$ cat src/hdl/itl_pkg.sv
// Shared types and constants for the interpolating time table lookup.
// No dependencies; every other file in the project imports this package.
package itl_pkg;

  localparam int TABLE_DEPTH = 256;
  localparam int IDX_W = $clog2(TABLE_DEPTH);
  localparam int CNT_W = IDX_W + 1;

  localparam logic [1:0] KIND_APPEND = 2'd0;
  localparam logic [1:0] KIND_QUERY = 2'd1;
  localparam logic [1:0] KIND_CLEAR = 2'd2;

  typedef struct packed {
    logic [1:0]         kind;
    logic [31:0]        at_time;
    logic signed [31:0] point_value;
  } req_t;

  typedef struct packed {
    logic signed [31:0] out_value;
    logic               in_range;
    logic               full_error;
    logic [8:0]         point_count;
  } rsp_t;

  typedef struct packed {
    logic [31:0]        q;
    logic [31:0]        t1;
    logic signed [31:0] v1;
    logic [31:0]        t2;
    logic signed [31:0] v2;
  } interp_ops_t;

endpackage

$ cat src/hdl/itl_interp.sv
// Interpolation unit: two-step multiply, bit-serial 64 by 32 division, saturation.
// Depends on itl_pkg for the operand struct.
module itl_interp
  import itl_pkg::*;
(
  input  logic               clk,
  input  logic               rst,
  input  logic               start,
  input  interp_ops_t        ops,
  output logic               done,
  output logic signed [31:0] result
);

  localparam logic [2:0] A_IDLE = 3'd0;
  localparam logic [2:0] A_MUL1 = 3'd1;
  localparam logic [2:0] A_MUL2 = 3'd2;
  localparam logic [2:0] A_DIV  = 3'd3;
  localparam logic [2:0] A_OUT  = 3'd4;

  logic [2:0]         state;
  logic [31:0]        mq, mv, md;
  logic               neg;
  logic signed [31:0] v1;
  logic [63:0]        dvd;
  logic [31:0]        rem;
  logic [5:0]         cnt;

  logic signed [32:0] dq, dv, dd;
  logic [32:0]        sh;
  logic               ge;
  logic               big;
  logic signed [36:0] sum;

  always_comb begin
    dq = $signed({1'b0, ops.q}) - $signed({1'b0, ops.t1});
    dv = $signed({ops.v2[31], ops.v2}) - $signed({ops.v1[31], ops.v1});
    dd = $signed({1'b0, ops.t2}) - $signed({1'b0, ops.t1});
    sh = {rem, dvd[63]};
    ge = sh >= {1'b0, md};
    big = (|dvd[63:35]) || (dvd[34] && (|dvd[33:0]));
    if (neg) begin
      sum = $signed({{5{v1[31]}}, v1}) - $signed({2'b00, dvd[34:0]});
    end else begin
      sum = $signed({{5{v1[31]}}, v1}) + $signed({2'b00, dvd[34:0]});
    end
    if (big) begin
      result = neg ? 32'sh8000_0000 : 32'sh7fff_ffff;
    end else if (sum > 37'sd2147483647) begin
      result = 32'sh7fff_ffff;
    end else if (sum < -37'sd2147483648) begin
      result = 32'sh8000_0000;
    end else begin
      result = sum[31:0];
    end
  end

  assign done = (state == A_OUT);

  always_ff @(posedge clk) begin
    if (rst) begin
      state <= A_IDLE;
    end else begin
      case (state)
        A_IDLE: if (start) state <= A_MUL1;
        A_MUL1: state <= A_MUL2;
        A_MUL2: state <= A_DIV;
        A_DIV:  if (cnt == 6'd63) state <= A_OUT;
        A_OUT:  state <= A_IDLE;
        default: state <= A_IDLE;
      endcase
    end
  end

  always_ff @(posedge clk) begin
    case (state)
      A_IDLE: begin
        if (start) begin
          mq <= dq[32] ? 32'(-dq) : dq[31:0];
          mv <= dv[32] ? 32'(-dv) : dv[31:0];
          md <= dd[32] ? 32'(-dd) : dd[31:0];
          neg <= dq[32] ^ dv[32] ^ dd[32];
          v1 <= ops.v1;
        end
      end
      A_MUL1: dvd <= {16'b0, 48'(mq) * 48'(mv[15:0])};
      A_MUL2: begin
        dvd <= dvd + {48'(mq) * 48'(mv[31:16]), 16'b0};
        rem <= '0;
        cnt <= '0;
      end
      A_DIV: begin
        rem <= ge ? 32'(sh - {1'b0, md}) : sh[31:0];
        dvd <= {dvd[62:0], ge};
        cnt <= cnt + 6'd1;
      end
      default: ;
    endcase
  end

endmodule

$ cat config.mk
export PLATFORM = sky130hd
export DESIGN_NAME = itl_interp
export DESIGN_NICKNAME = d
export VERILOG_FILES = /design/src/hdl/itl_pkg.sv /design/src/hdl/itl_interp.sv
export SDC_FILE = /design/constraint.sdc
export NUM_CORES = 2
export LEC_CHECK = 0
export BUFFER_PORTS_ARGS = -buffer_cell sky130_fd_sc_hd__buf_2
export CAP_MARGIN = 20
export CORE_MARGIN = 2
export CORE_UTILIZATION = 55
export CTS_CLUSTER_SIZE = 28
export DETAILED_ROUTE_END_ITERATION = 8
export PLACE_DENSITY = 0.71
export SLEW_MARGIN = 20
export SYNTH_ARGS = -nofsm -noshare
export SYNTH_HDL_FRONTEND = slang
export SYNTH_SLANG_ARGS = --single-unit
$ cat constraint.sdc
create_clock -name clk -period 20.5 [get_ports clk]
set_clock_uncertainty 0.05 [all_clocks]
set_input_delay 3.075 -clock clk [delete_from_list [all_inputs] [get_ports clk]]
set_output_delay 3.075 -clock clk [all_outputs]
set_load 0.005 [all_outputs]
Yosys cells after proc, flatten, opt, wreduce, memory -nomap -nowiden
Index checks and enable logic that the tools add are counted.
- register bits after elaboration: 234
- bits of input ports: 163
- output and inout port bits: 33
- logic and storage cells: 58
- add/sub/neg operators: 11
- $mul: 2
- $lt $le $gt $ge: 3
- equal/unequal tests: 7
- muxes and demuxes: 15
- bitwise logic cells: 2
- reduce and logical (&&, ||, !) cells: 9
- operators by type and width (kind ; number):
    2-to-1 mux 32 bit ; 8
    one-hot mux 64 bit (3 select lines) ; 1
    subtractor 32 x 32 -> 33 bit ; 3
    multiplier 32 x 16 -> 48 bit ; 2
    negation 32 bit ; 3
    adder 64 bit ; 1
    one-hot mux 32 bit (2 select lines) ; 1
    adder 32 x 36 -> 37 bit ; 1
    > comparator 37 x 32 -> 1 bit, second input constant ; 1
    < comparator 37 x 32 -> 1 bit, second input constant ; 1
    2-to-1 mux 37 bit ; 1
    subtractor 32 x 36 -> 37 bit ; 1
    OR reduction 34 bit ; 1
    greater-or-equal comparator 33 x 32 -> 1 bit ; 1
    subtractor 32 bit ; 1
    OR reduction 29 bit ; 1
    one-hot mux 3 bit (4 select lines) ; 1
    one-hot mux 6 bit (2 select lines) ; 1
    adder 6 x 1 -> 6 bit, second input constant ; 1
    equality test 3 x 2 -> 1 bit, second input constant ; 2
    equality test 6 bit, second input constant ; 1
    2-to-1 mux 3 bit ; 2
    inequality test 2 bit, second input constant ; 2
    AND reduction 2 bit ; 2
    other kinds (8) ; 9

Longest topological paths before layout
- word-level depth: 6
- mapped depth: 38
- depth with buffers taken out: 37

Least setup slack after synthesis
No wires, ideal clock.
- path kind: input port to flip-flop
- start: input port start
- end: register md[0], enable pin
- library setup time: 0.978 ns
- data arrival time: 16.024 ns
- data required time: 19.472 ns
- slack: 3.448 ns
- stages on the path: 1
- buffers on the path: 0
- cells stage by stage: nor4b_1
- cells in the longest elaborated chain, start to end: 1
- ends and longest elaborated chain (what ; RTL line ; text):
    start: declaration ; itl_interp.sv:8 ; input logic start,
    AND reduction 2 bit (no line) ; n/a ;
    end signal: assignment ; itl_interp.sv:80 ; md <= dd[32] ? 32'(-dd) : dd[31:0];
    end: declaration ; itl_interp.sv:21 ; logic [31:0] mq, mv, md;
No other way between the ends.
A chain may end at the register's enable or synchronous reset.

Final worst setup path
- start: register dvd[4]
- end: output port result[30]
- cells in the longest elaborated chain, start to end: 6
- ends and longest elaborated chain (what ; RTL line ; text):
    start: declaration ; itl_interp.sv:24 ; logic [63:0] dvd;
    start signal: assignment ; itl_interp.sv:85 ; A_MUL1: dvd <= {16'b0, 48'(mq) * 48'(mv[15:0])};
    start signal: assignment ; itl_interp.sv:87 ; dvd <= dvd + {48'(mq) * 48'(mv[31:16]), 16'b0};
    start signal: assignment ; itl_interp.sv:93 ; dvd <= {dvd[62:0], ge};
    adder 32 x 36 -> 37 bit / subtractor 32 x 36 -> 37 bit (equally long branches) ; itl_interp.sv:44, itl_interp.sv:42 ;
    2-to-1 mux 37 bit ; itl_interp.sv:41 ; if (neg) begin
    < comparator 37 x 32 -> 1 bit ; itl_interp.sv:50 ; end else if (sum < -37'sd2147483648) begin
    2-to-1 mux 32 bit ; itl_interp.sv:50 ;
    2-to-1 mux 32 bit ; itl_interp.sv:48 ; end else if (sum > 37'sd2147483647) begin
    2-to-1 mux 32 bit * ; itl_interp.sv:46 ; if (big) begin
    end: declaration ; itl_interp.sv:11 ; output logic signed [31:0] result
Every way passes the cells marked *; elsewhere a longest branch is shown, timed or not.

==> flow_summary.json <==
{
  "grt_pass1_vias": 45600,
  "final_nets": 7774,
  "gp_congestion": 1.02,
  "area_growth_pct": 5.57,
  "cp.required_ns": 17.38,
  "drtPass1Iterations": 8,
  "setup.worst_path.start_class": "register",
  "crit_path_end_kind": "output port",
  "synthAdderAreaFrac_pct": 41.4,
  "antenna_found_initial": 9,
  "num_vias": 44600,
  "tightestPinTransition_ns": 1.18,
  "htree_levels": 1,
  "rows": 115,
  "drc": 0,
  "setup_viol": 0,
  "die_h_um": 319,
  "numCtsBuffers": 29,
  "synth_top_family_by_area": "adder cells",
  "synth.area.mux_share_pct": 0.767,
  "cts_setup_buffers": 0,
  "grt_pass1_wl_um": 248000,
  "initial_core_util_pct": 55.4,
  "rsz0062_at_grt": "false",
  "cts_resized": 0,
  "regToRegSetupSlack_ns": 10.34,
  "ios": 196,
  "clk_pin_slew_ns": 0.06,
  "drive_gt1_share_pct": 5.76,
  "r2r-start": "mv[18]",
  "synth.distinct_cells": 100,
  "drv_slew": 0,
  "viasPerCell": 5.85,
  "cts_tree": "yes",
  "ant_nets": 0,
  "yosys_most_used_dff": "edfxtp_1",
  "synth-edff-count": 231,
  "routed_wl_um": 154000,
  "worstHoldStart": "rem[23]",
  "min_period_ns": 10.42,
  "instances_no_fill": 7623,
  "hold_violations": 0,
  "hold_buffers": 0,
  "synth_cells": 6301,
  "die_area_um2": 102000,
  "async_reset_ff_share_pct": 0,
  "max-clock-path-buffers": 3,
  "synth_compound_area_share_pct": 13.1,
  "dpl.cell_count": 7569,
  "cts_root_buf": "clkbuf_16",
  "track_usage_pct": 30.6,
  "outcome": "complete, no violations",
  "hold_depth": 2,
  "synth-simple-area-share_pct": 16.3,
  "min_to": "rem[24]",
  "syn-num-nets": 7762,
  "port_buffers": 195,
  "worstSetupPathType": "reg -> out",
  "hold_path.class": "reg -> reg",
  "mappedNetlistArea_um2": 54500,
  "clock_latency_ns": 0.60,
  "cp.arrival_ns": 7.30,
  "synth-seq-cells": 234,
  "rr_worst_depth": 34,
  "synthXorXnorAreaFrac_pct": 6.30,
  "seq_area_frac_synth_pct": 12.8,
  "timing.rr.end": "dvd[57]",
  "max-slew-margin-rel_pct": 20.3,
  "worstPathMaxFanout": 31,
  "fmax_mhz": 96.0,
  "fin_tns_setup_ns": 0,
  "grt-ovfl-total": 0,
  "core_um2": 98300,
  "timing.final.crit_share_pct": 50.8,
  "place_hpwl_um": 119000,
  "initialDrtViolationCount": 3393,
  "postSynthAreaPerCell_um2": 8.65,
  "drv_cap": 0,
  "numClockSinks": 234,
  "yosys_warnings": 0,
  "die_w_um": 319,
  "grt_max_degree": 59,
  "avgRoutedWirePerCell_um": 20.2
}
[cells in the final DEF, fill, tap and decap left out, types with 38 or more instances in the layout]
cell / netlist / final
nor2b_1: 40 / 40
o21ai_0: 238 / 238
nor2_1: 232 / 230
a31oi_1: 41 / 41
a21oi_1: 296 / 296
nand4_1: 39 / 39
buf_4: 2 / 80
and3_1: 38 / 38
edfxtp_1: 231 / 231
a21o_1: 161 / 161
inv_1: 1054 / 1053
buf_2: 6 / 195
and2_1: 337 / 337
nor3_1: 47 / 47
xor2_1: 139 / 139
o21a_1: 52 / 52
nand2_1: 930 / 930
nand3_1: 75 / 75
fa_1: 842 / 842
ha_1: 456 / 456
xnor2_1: 253 / 253
[cells by family (layout without fill, tap and decap cells)]
kind of cell,after synthesis,in the layout
simple gates,1881,1881
other cells,0,2
compound gates,1105,1105
flops,234,234
xor+xnor,392,392
fa+ha+maj,1298,1298
mux,41,41
buf+inv,1350,1383
[cells in the mapped netlist (16+ instances only)]
library cell  number  share of area (%)
o21bai_1          30               0.41
o211ai_1          16               0.22
nand2b_1          33               0.38
nor4_1            26               0.30
o21ai_1           23               0.21
nand3_1           75               0.69
fa_1             842                 31
o21a_1            52               0.72
and2_1           337                3.9
nor3_1            47               0.43
o31ai_1           26               0.36
edfxtp_1         231                 13
a21oi_1          296                2.7
a22oi_1           18               0.25
nor2b_1           40               0.46
nand4_1           39               0.45
ha_1             456                 10
xnor2_1          253                4.1
nand2_1          930                6.4
inv_1           1054                7.3
a31oi_1           41               0.47
clkbuf_1         281                1.9
nor2_1           232                1.6
and3_1            38               0.44
or3_1             21               0.24
xor2_1           139                2.2
o21ai_0          238                2.2
mux2i_1           35               0.64
a21o_1           161                2.2
a211oi_1          36               0.50
[registers in the layout, indices dropped and copies added, names as in the netlist]
register	count
dvd	64
md	32
mq	32
mv	32
rem	32
v1	32
cnt	6
state	3
neg	1
[area by class of cell]
type,instances,area [um2]
Timing Repair Buffer,276,1600
Sequential cell,234,7000
Clock buffer,34,744
Antenna cell,2,5.00
Multi-Input combinational cell,4717,42400
Tap cell,1287,1610
Clock inverter,18,159
Inverter,1055,3960
Fill cell,8880,40800
[per-layer routing]
metal	track usage (%)	up-vias	share of wire, %
met3	3.61	335	6.5
met4	12.9	2	4.9
met5	0	-	0.0052
met1	40.0	22300	41
met2	51.7	1607	48
li1	-	20300	-
[per-stage QoR]
step	utilization (%)	cell area [um2]	worst slack [ns]	hold slack, ns
after CTS	58.5	57500	10.10	0.530
after global placement	57.6	56600	10.26	0.515
after floorplan	-	54500	3.45	0.488
after global routing	58.5	57500	9.50	0.577
after detailed placement	57.6	56600	10.46	0.524
final	58.5	57500	10.08	0.527
[worst max-delay path by stage]
stage	slack, ns	from	cells after the start	end
after detailed placement	10.46	mv[18]	34	dvd[57]
after CTS	10.10	dvd[4]	20	result[30]
final	10.08	dvd[4]	20	result[30]
after floorplan	3.45	start	1	md[0]
after global placement	10.26	mv[18]	33	dvd[57]
after global routing	9.50	dvd[3]	20	result[14]
[critical path: stages (launching register included)]
cell	delay, ns
edfxtp_1	0.44
or3_1	0.47
nor4_2	0.32
and3_1	0.28
a21o_1	0.24
o21ai_0	0.24
nor2_1	0.44
o21ai_0	0.20
xnor2_1	0.21
ha_1	0.44
and3_1	0.28
nand2_1	0.11
or4b_1	0.53
o221a_2	0.24
o21ai_1	0.22
a21boi_0	0.23
a21oi_1	0.08
or4_1	0.48
o21bai_2	0.77
o21ai_0	0.24
buf_2	0.19
Power is not shown: default switching activity piles up to over one toggle a cycle in this logic, so the estimate is an artifact.
